[src/rtl/spq_pkg.sv]
// ---------------------------------------------------------------------------
// spq_pkg: shared types and constants of the sorted priority queue
// Beat layouts, operation and status codes, the per-cell entry and the
// control word broadcast along the chain of cells.
// ---------------------------------------------------------------------------
package spq_pkg;

  localparam int CAPACITY = 16;
  localparam int CNT_W    = $clog2(CAPACITY + 1);
  localparam int VAL_W    = 32;
  localparam int PRI_W    = 15;

  typedef enum logic [2:0] {
    OP_INSERT = 3'd0,
    OP_POP    = 3'd1,
    OP_REMOVE = 3'd2,
    OP_QUERY  = 3'd3,
    OP_CLEAR  = 3'd4
  } op_t;

  typedef enum logic [1:0] {
    ST_OK        = 2'd0,
    ST_EMPTY     = 2'd1,
    ST_NOT_FOUND = 2'd2,
    ST_FULL      = 2'd3
  } status_t;

  typedef struct packed {
    logic [2:0]         operation;
    logic signed [31:0] item_value;
    logic signed [15:0] item_priority;
  } in_beat_t;

  typedef struct packed {
    logic [1:0]         status;
    logic signed [31:0] out_value;
    logic [14:0]        out_priority;
    logic [4:0]         entry_count;
    logic               is_empty;
  } out_beat_t;

  typedef struct packed {
    logic [VAL_W-1:0] value;
    logic [PRI_W-1:0] prio;
  } entry_t;

  typedef struct packed {
    logic             insert_en;
    logic             pop_en;
    logic             remove_en;
    logic [VAL_W-1:0] value;
    logic [PRI_W-1:0] prio;
  } cell_ctl_t;

endpackage

[src/rtl/spq_cell.sv]
// ---------------------------------------------------------------------------
// spq_cell: one slot of the sorted chain
// Holds one entry, compares it with the broadcast request and either keeps
// it, takes the new entry, or takes the entry of its left or right neighbor.
// ---------------------------------------------------------------------------
module spq_cell
  import spq_pkg::*;
(
  input  logic             clk,
  input  cell_ctl_t        ctl,
  input  logic             occupied,
  input  entry_t           left_entry,
  input  entry_t           right_entry,
  input  logic             left_le,
  input  logic             seen_in,
  output entry_t           entry,
  output logic             le,
  output logic             seen_out,
  output logic [PRI_W-1:0] hit_priority
);

  entry_t entry_r;
  entry_t entry_nxt;
  entry_t new_entry;
  logic   match;

  assign new_entry    = '{value: ctl.value, prio: ctl.prio};
  assign match        = occupied && (entry_r.value == ctl.value);
  assign le           = occupied && (entry_r.prio <= ctl.prio);
  assign seen_out     = seen_in || match;
  // only the first match from the front reports its priority
  assign hit_priority = (match && !seen_in) ? entry_r.prio : '0;
  assign entry        = entry_r;

  always_comb begin
    entry_nxt = entry_r;
    priority if (ctl.insert_en) begin
      if (!left_le) begin
        entry_nxt = left_entry;
      end else if (!le) begin
        entry_nxt = new_entry;
      end
    end else if (ctl.pop_en || (ctl.remove_en && seen_out)) begin
      entry_nxt = right_entry;
    end
  end

  always_ff @(posedge clk) begin
    entry_r <= entry_nxt;
  end

endmodule

[src/rtl/sorted_priority_queue.sv]
// ---------------------------------------------------------------------------
// sorted_priority_queue: sorted list priority queue on a chain of cells
// result: an accepted request loads the request register and busy_r, and the
// result strobe is registered from busy_r; busy is high for the one cycle in
// which the chain updates, and no new request is accepted while busy is high
// reset: synchronous active-low rst_n clears the count, busy and the strobe;
// cell contents are not reset and are read only below the count
// ---------------------------------------------------------------------------
module sorted_priority_queue
  import spq_pkg::*;
(
  input  logic      clk,
  input  logic      rst_n,
  input  logic      start,
  output logic      busy,
  input  in_beat_t  in_beat,
  output logic      out_valid,
  output out_beat_t out_beat
);

  // request register, loaded on the accepted beat
  logic      busy_r;
  logic      busy_nxt;
  in_beat_t  cmd_r;
  logic      accept;

  // stored entry count
  logic [CNT_W-1:0] occ_r;
  logic [CNT_W-1:0] occ_nxt;

  // result strobe and beat
  logic      out_valid_r;
  out_beat_t out_beat_r;
  out_beat_t out_beat_nxt;

  // chain wiring
  cell_ctl_t        ctl;
  entry_t           entries  [CAPACITY];
  logic             le_v     [CAPACITY];
  logic             seen_v   [CAPACITY];
  logic [PRI_W-1:0] hit_pri_v[CAPACITY];
  logic [PRI_W-1:0] hit_pri;
  logic [PRI_W-1:0] clamped_pri;
  logic             full;
  logic             empty;
  logic             hit;

  assign accept   = start && !busy_r;
  assign busy_nxt = accept;

  assign full  = (occ_r == CNT_W'(CAPACITY));
  assign empty = (occ_r == '0);
  assign hit   = seen_v[CAPACITY-1];

  // negative priorities clamp to zero
  assign clamped_pri = cmd_r.item_priority[15] ? '0 : cmd_r.item_priority[PRI_W-1:0];

  // the chain only moves in the busy cycle
  assign ctl.insert_en = busy_r && (cmd_r.operation == OP_INSERT) && !full;
  assign ctl.pop_en    = busy_r && (cmd_r.operation == OP_POP) && !empty;
  assign ctl.remove_en = busy_r && (cmd_r.operation == OP_REMOVE);
  assign ctl.value     = cmd_r.item_value;
  assign ctl.prio      = clamped_pri;

  // cell zero sees nothing to its left and the last cell nothing to its right
  for (genvar i = 0; i < CAPACITY; i++) begin : g_cell
    entry_t left_e;
    entry_t right_e;
    logic   left_le_w;
    logic   seen_in_w;
    logic   occ_w;

    if (i == 0) begin : g_first
      assign left_e    = entries[i];
      assign left_le_w = 1'b1;
      assign seen_in_w = 1'b0;
    end else begin : g_rest
      assign left_e    = entries[i-1];
      assign left_le_w = le_v[i-1];
      assign seen_in_w = seen_v[i-1];
    end

    if (i == CAPACITY - 1) begin : g_last
      assign right_e = entries[i];
    end else begin : g_mid
      assign right_e = entries[i+1];
    end

    assign occ_w = (occ_r > CNT_W'(i));

    spq_cell u_cell (
      .clk          (clk),
      .ctl          (ctl),
      .occupied     (occ_w),
      .left_entry   (left_e),
      .right_entry  (right_e),
      .left_le      (left_le_w),
      .seen_in      (seen_in_w),
      .entry        (entries[i]),
      .le           (le_v[i]),
      .seen_out     (seen_v[i]),
      .hit_priority (hit_pri_v[i])
    );
  end

  // at most one cell reports a first match, so an or merges them
  always_comb begin
    hit_pri = '0;
    for (int i = 0; i < CAPACITY; i++) begin
      hit_pri = hit_pri | hit_pri_v[i];
    end
  end

  // next count and result beat
  always_comb begin
    occ_nxt                   = occ_r;
    out_beat_nxt.status       = ST_OK;
    out_beat_nxt.out_value    = '0;
    out_beat_nxt.out_priority = '0;
    unique case (cmd_r.operation)
      OP_INSERT: begin
        if (full) begin
          out_beat_nxt.status = ST_FULL;
        end else begin
          occ_nxt = occ_r + CNT_W'(1);
        end
      end
      OP_POP: begin
        if (empty) begin
          out_beat_nxt.status = ST_EMPTY;
        end else begin
          out_beat_nxt.out_value    = entries[0].value;
          out_beat_nxt.out_priority = entries[0].prio;
          occ_nxt                   = occ_r - CNT_W'(1);
        end
      end
      OP_REMOVE: begin
        if (hit) begin
          occ_nxt = occ_r - CNT_W'(1);
        end else begin
          out_beat_nxt.status = ST_NOT_FOUND;
        end
      end
      OP_QUERY: begin
        if (hit) begin
          out_beat_nxt.out_priority = hit_pri;
        end else begin
          out_beat_nxt.status = ST_NOT_FOUND;
        end
      end
      OP_CLEAR: begin
        occ_nxt = '0;
      end
      default: begin
        // unused codes leave the state alone
        occ_nxt = occ_r;
      end
    endcase
    out_beat_nxt.entry_count = 5'(occ_nxt);
    out_beat_nxt.is_empty    = (occ_nxt == '0);
  end

  always_ff @(posedge clk) begin
    if (!rst_n) begin
      busy_r      <= 1'b0;
      occ_r       <= '0;
      out_valid_r <= 1'b0;
    end else begin
      busy_r      <= busy_nxt;
      out_valid_r <= busy_r;
      if (busy_r) begin
        occ_r <= occ_nxt;
      end
    end
  end

  // payload registers
  always_ff @(posedge clk) begin
    if (accept) begin
      cmd_r <= in_beat;
    end
    if (busy_r) begin
      out_beat_r <= out_beat_nxt;
    end
  end

  assign busy      = busy_r;
  assign out_valid = out_valid_r;
  assign out_beat  = out_beat_r;

endmodule

[config.mk]
export PLATFORM = sky130hd
export DESIGN_NAME = sorted_priority_queue
export DESIGN_NICKNAME = d
export VERILOG_FILES = /design/src/rtl/spq_pkg.sv /design/src/rtl/spq_cell.sv /design/src/rtl/sorted_priority_queue.sv
export SDC_FILE = /design/constraint.sdc
export NUM_CORES = 2
export LEC_CHECK = 0
export BUFFER_PORTS_ARGS = -buffer_cell sky130_fd_sc_hd__buf_2
export CAP_MARGIN = 30
export CELL_PAD_IN_SITES_DETAIL_PLACEMENT = 0
export CELL_PAD_IN_SITES_GLOBAL_PLACEMENT = 1
export CORE_MARGIN = 2
export CORE_UTILIZATION = 51
export CTS_CLUSTER_DIAMETER = 40
export DETAILED_ROUTE_END_ITERATION = 16
export MAX_ROUTING_LAYER = met4
export PLACE_DENSITY = 0.78
export SYNTH_ARGS = -nofsm -noshare
export SYNTH_HDL_FRONTEND = slang
export SYNTH_SLANG_ARGS = --single-unit
[constraint.sdc]
create_clock -name clk -period 7 [get_ports clk]
set_input_delay 0.7 -clock clk [delete_from_list [all_inputs] [get_ports clk]]
set_output_delay 0.7 -clock clk [all_outputs]
set_load 0.1 [all_outputs]
# [Word level (Yosys, flattened, before mapping)]
# Index checks and enable logic that the tools add are counted.
[classes] mux=89 add_sub_neg=2 order_cmp=32 n_bitwise=16 reduce_logical=152 eq_ne=37
[ops] operator="$mux 47" n=61
[ops] operator="$eq 32x32->1" n=16
[ops] operator="$mux 15" n=19
[ops] operator="$le 15x15->1" n=16
[ops] operator="$or 15x15->15" n=15
[ops] operator="$logic_and 1x1->1" n=68
[ops] operator="$ne 3x3->1 const B" n=14
[ops] operator="$gt 5x4->1 const B" n=8
[ops] operator="$reduce_and 2->1" n=16
[ops] operator="$logic_or 1x1->1" n=30
[ops] operator="$pmux 15 s2" n=1
[ops] operator="$reduce_bool 2->1" n=15
[ops] operator="$gt 5x3->1 const B" n=4
[ops] operator="$pmux 5 s4" n=1
[ops] operator="$logic_not 1->1" n=18
[ops] operator="$mux 5" n=3
[ops] operator="$gt 5x1->1 const B" n=2
[ops] operator="$gt 5x2->1 const B" n=2
[ops] operator="$logic_not 5->1" n=2
[ops] operator="$eq 3x2->1 const B" n=2
[ops] operator="$pmux 2 s3" n=1
[ops] operator="$add 5x1->5 const B" n=1
[ops] operator="$eq 5x5->1 const B" n=1
[ops] operator="$sub 5x1->5 const B" n=1
[ops] operator="8 further kinds" n=11
[word_totals] out_inout_bits=57 register_bits=865 wordCells=371 input_bits=54

# [Logic depth before layout (Yosys ltp)]
[depth] word_depth=22 mapped_depth=17 mapped_depth_nobuf=13

# [Cells and area by module]
# From an unflattened synthesis, not the netlist that was laid out.
[unflattened] cells_unflattened=5774 area_unflattened_um2=58797.6
[by_module_without_submodules] module="spq_cell at g_cell[14].u_cell ..." cells_each=337 instances=11 seq_area_each_um2=1411.4 area_each_um2=3360.7
[by_module_without_submodules] module="spq_cell at g_cell[0].u_cell ..." cells_each=337 instances=5 seq_area_each_um2=1411.4 area_each_um2=3363.2
[by_module_without_submodules] module="sorted_priority_queue" cells_each=382 instances=1 seq_area_each_um2=3323.2 area_each_um2=5013.6

# [Worst setup path before layout]
# No wires, ideal clock.
[synth_timing] path_type="reg2reg" start="reg cmd_r[15] (netlist name)" end="reg g_cell[4].u_cell.entry_r (netlist bit g_cell[4].u_cell.entry[0]) (enable)" synth_period_minus_slack_ns=6.400 stages_incl_launch_ff=18 setup_time_ns=0.472 t_arrival_ns=5.927 setup_slack_ns=0.600 n_path_buf=5 t_required_ns=6.528 path_cell_list="edfxtp_1 > clkbuf_1 > nor2b_1 > clkbuf_1 > clkbuf_1 > inv_1 > ha_1 > o21a_1 > o21a_1 > o21a_1 > o21ai_0 > nand2b_1 > a21oi_1 > o21ai_1 > buf_1 > clkbuf_1 > nor2_1 > a22oi_1"
[synth_between] elab_chain_len=5 elab_cells_between_ends=7 classes_between="2 x order compare; 1 x eq/ne; 1 x mux; 3 x reduce/logical"
[synth_lines] element="start, declared" line="sorted_priority_queue.sv:24" rtl="in_beat_t cmd_r;"
[synth_lines] element="start signal, assigned" line="sorted_priority_queue.sv:180" rtl="cmd_r <= in_beat;"
[synth_lines] element="$mux 15 (*)" line="sorted_priority_queue.sv:56" rtl="assign clamped_pri = cmd_r.item_priority[15] ? '0 : cmd_r.item_priority[PRI_W-1:0];"
[synth_lines] element="$le 15x15->1" line="spq_cell.sv:29" rtl="assign le = occupied && (entry_r.prio <= ctl.prio);"
[synth_lines] element="$logic_and 1x1->1" line="spq_cell.sv:29"
[synth_lines] element="$ne 3x3->1 (no source line) (*)"
[synth_lines] element="$reduce_and 2->1 (no source line) (*)"
[synth_lines] element="end signal, assigned" line="spq_cell.sv:49" rtl="entry_r <= entry_nxt;"
[synth_lines] element="end, declared" line="spq_cell.sv:22" rtl="entry_t entry_r;"
# Every way passes the cells marked *; elsewhere a longest branch is shown, timed or not.
# A chain may end at the register's enable or synchronous reset.

==> impl_metrics.toml <==
[placed_design]
dpl.hpwl_um = 141000
place_ws_ns = 1.80
place.gp.congestion = 0.960
port_buffers = 110
post-place-cells = 6609

[clock_tree]
cts_tree = "yes"
cts_max_path_buffers = 3
postCtsResizedCells = 0
postCtsSetupBuffers = 0
cts_made_buffers = 155
h-tree-depth = 4
cts.sinks = 865
root_buffer = "clkbuf_16"
ctsHoldBuffers = 0
clkLatencyLatePin_ns = 0.78
path_clk_slew_ns = 0.06

[timing]
hold_viol = 0
fmax_mhz = 186
rsz0062_at_grt = "no"
slew_headroom = 0.00971
tightest_slew_ns = 1.49
timing.final.crit_share = 0.767
slew_viol_final = 0
fin_worst_skew_ns = 0.0358
hold_ws_ns = 0.0949
setup_viol = 0
setup_ws_ns = 1.63
min_period_ns = 5.37
tns_ns = 0

[final_layout]
drive_gt1_frac = 0.110
stdcell_count = 6899
utilization = 0.584
fin_nets = 5665
area_delta_synth_final_pct = 13.2
n_fill_cell = 9202

[worst_hold_path]
worstHoldStart = "in_beat[31]"
hold_path.class = "primary input to flip-flop"
whs_endpoint = "cmd_r[31]"
min_path_cells = 1

[floorplanning]
die_area_mm2 = 0.111
io_pins = 111
fp-row-count = 120
core_area_mm2 = 0.108
start_util = 0.516
die_w_um = 334
fp.dieH_um = 334

[critical_path]
rr_worst_depth = 11
arrival_ns = 5.97
critPathLaunchType = "flip-flop"
crit_type = "flip-flop to flip-flop"
r2r_end = "out_beat[8]"
crit_fanout = 15
cp-end-kind = "flip-flop"
required_ns = 7.60
ff2ff_setup_slack_ns = 1.63
rr_startpoint = "cmd_r[40]"

[global_routing]
grt_max_degree = 268
grt_pass1_wl_um = 287000
grt_usage = 0.353
antenna_found_initial = 1
grt_pass1_vias = 42900
grt-ovfl-total = 0

[power]
irDropWorstVdd_v = 0.000246
combPwrFrac = 0.082
leakagePower_nw = 25.5
p_sw_frac = 0.256
power.internal_mw = 11.0
p_switching_mw = 3.79
power_frac_seq = 0.396
pwr-share-clk = 0.522
powerDensity_mw_per_mm2 = 236

[yosys]
synth_area_mm2 = 0.0555
synth_fp_nets = 5689
async_flop_share = 0
netlist_instances = 5389
synth.most_common_cell = "edfxtp_1"
synth_area_leaders = "edfxtp_1 46%, mux2i_1 9.2%, ha_1 5.5%"
synth_edf_count = 858
yosysTopAreaCellShare = 0.465
syn_avg_cell_area_um2 = 10.3
synth_seq_area_share = 0.467
yosysWarnings = 0
synthDistinctLibCells = 80
yosysTopAreaCell = "edfxtp_1"
ys.flop_type = "edfxtp_1"
synth_commonest_cells = "858 x edfxtp_1, 762 x nand2_1, 511 x mux2i_1"
ys_seq_elements = 865

[routing]
drc = 0
avgViaCountPerCell = 6.39
wl_um = 195000
wl_per_cell_um = 28.3
drt_iter0_drc = 5411
dr.pass1.iters = 5
num_vias = 44100
ant_nets = 0

[job]
cap_violations = 0

[outcome]
status = "finished, final reports clean"
[cells in the final DEF (no fill, tap or decap), drive strengths merged, types with 141 or more instances in the layout]
cell / count
buf: 241
clkbuf: 175
nand3: 200
a21oi: 212
mux2i: 511
nand2: 763
xor2: 251
ha: 246
xnor2: 263
edfxtp: 858
nor2: 203
o211ai: 141
o21ai: 508
[metal layers]
layer | global-route usage | part of all wire
met1 | 0.452 | 0.41
met2 | 0.556 | 0.47
met3 | 0.0579 | 0.074
met4 | 0.155 | 0.048
met5 | - | 0
[how the worst max path moves through the flow]
| stage | from | end | slack [ns] | cells past startpoint |
|---|---|---|---|---|
| after floorplan | cmd_r[15] | g_cell[4].u_cell.entry[0] | 0.60 | 17 |
| after global placement | cmd_r[15] | g_cell[4].u_cell.entry[27] | 1.87 | 13 |
| after detailed placement | cmd_r[15] | g_cell[4].u_cell.entry[27] | 1.80 | 13 |
| after CTS | cmd_r[15] | g_cell[4].u_cell.entry[27] | 1.77 | 13 |
| after global routing | cmd_r[15] | g_cell[4].u_cell.entry[27] | 1.39 | 13 |
| final | cmd_r[40] | out_beat[8] | 1.63 | 11 |
[registers in the layout, indices dropped and copies added (netlist names)]
| name | count |
|---|---|
| g_cell.u_cell.entry | 752 |
| out_beat | 55 |
| cmd_r | 51 |
| occ_r | 5 |
| busy | 1 |
| out_valid | 1 |
[power by group through the flow]
stage / logic (mW) / registers (mW) / clock network, mW
after detailed placement: 1.18 / 5.97 / 0
after global placement: 1.17 / 5.97 / 0
after floorplan: 0.747 / 6.00 / 0
final: 1.22 / 5.87 / 7.73
after CTS: 1.19 / 5.87 / 7.78
after global routing: 1.30 / 5.87 / 8.01
[logic make-up (layout without fill, tap and decap cells)]
group           after synthesis  in the layout  share of synthesized area
flops                       865            865                      0.467
xor+xnor                    514            514                     0.0812
fa+ha+maj                   246            246                     0.0555
mux                         559            559                      0.102
compound gates             1112           1112                      0.120
buf+inv                     493            599                     0.0371
other cells                   0              1                          0
simple gates               1600           1600                      0.137
[cell type report]
cell class              instances  area, µm²  area share
flip-flops and latches        865      25900       0.413
well taps                    1403       1760      0.0280
repair buffers                241       1710      0.0272
clock buffers                 175       3990      0.0635
inverters                      71        267     0.00425
diodes                          1       2.50   0.0000399
clock inverters               112       1280      0.0204
multi-input cells            4031      27900       0.444
[stage by stage]
step / cell area (µm²) / total power, mW
finish: 62800 / 14.8
floorplan: 55500 / 6.75
global route: 62800 / 15.2
detailed placement: 57400 / 7.15
global placement: 57300 / 7.13
CTS: 62700 / 14.8
[critical path, stage by stage (launching register included)]
cell and delay, ns:
edfxtp_1 0.81, buf_4 0.38, xor2_1 0.12, nor4_1 0.43, nand4_1 0.33, nor4_1 1.02
a41o_1 0.38, nor3_1 0.23, and3_1 0.46, nand4b_2 0.61, a2bb2oi_1 0.28, o21ai_1 0.12
(Power assumes the default switching activity.)
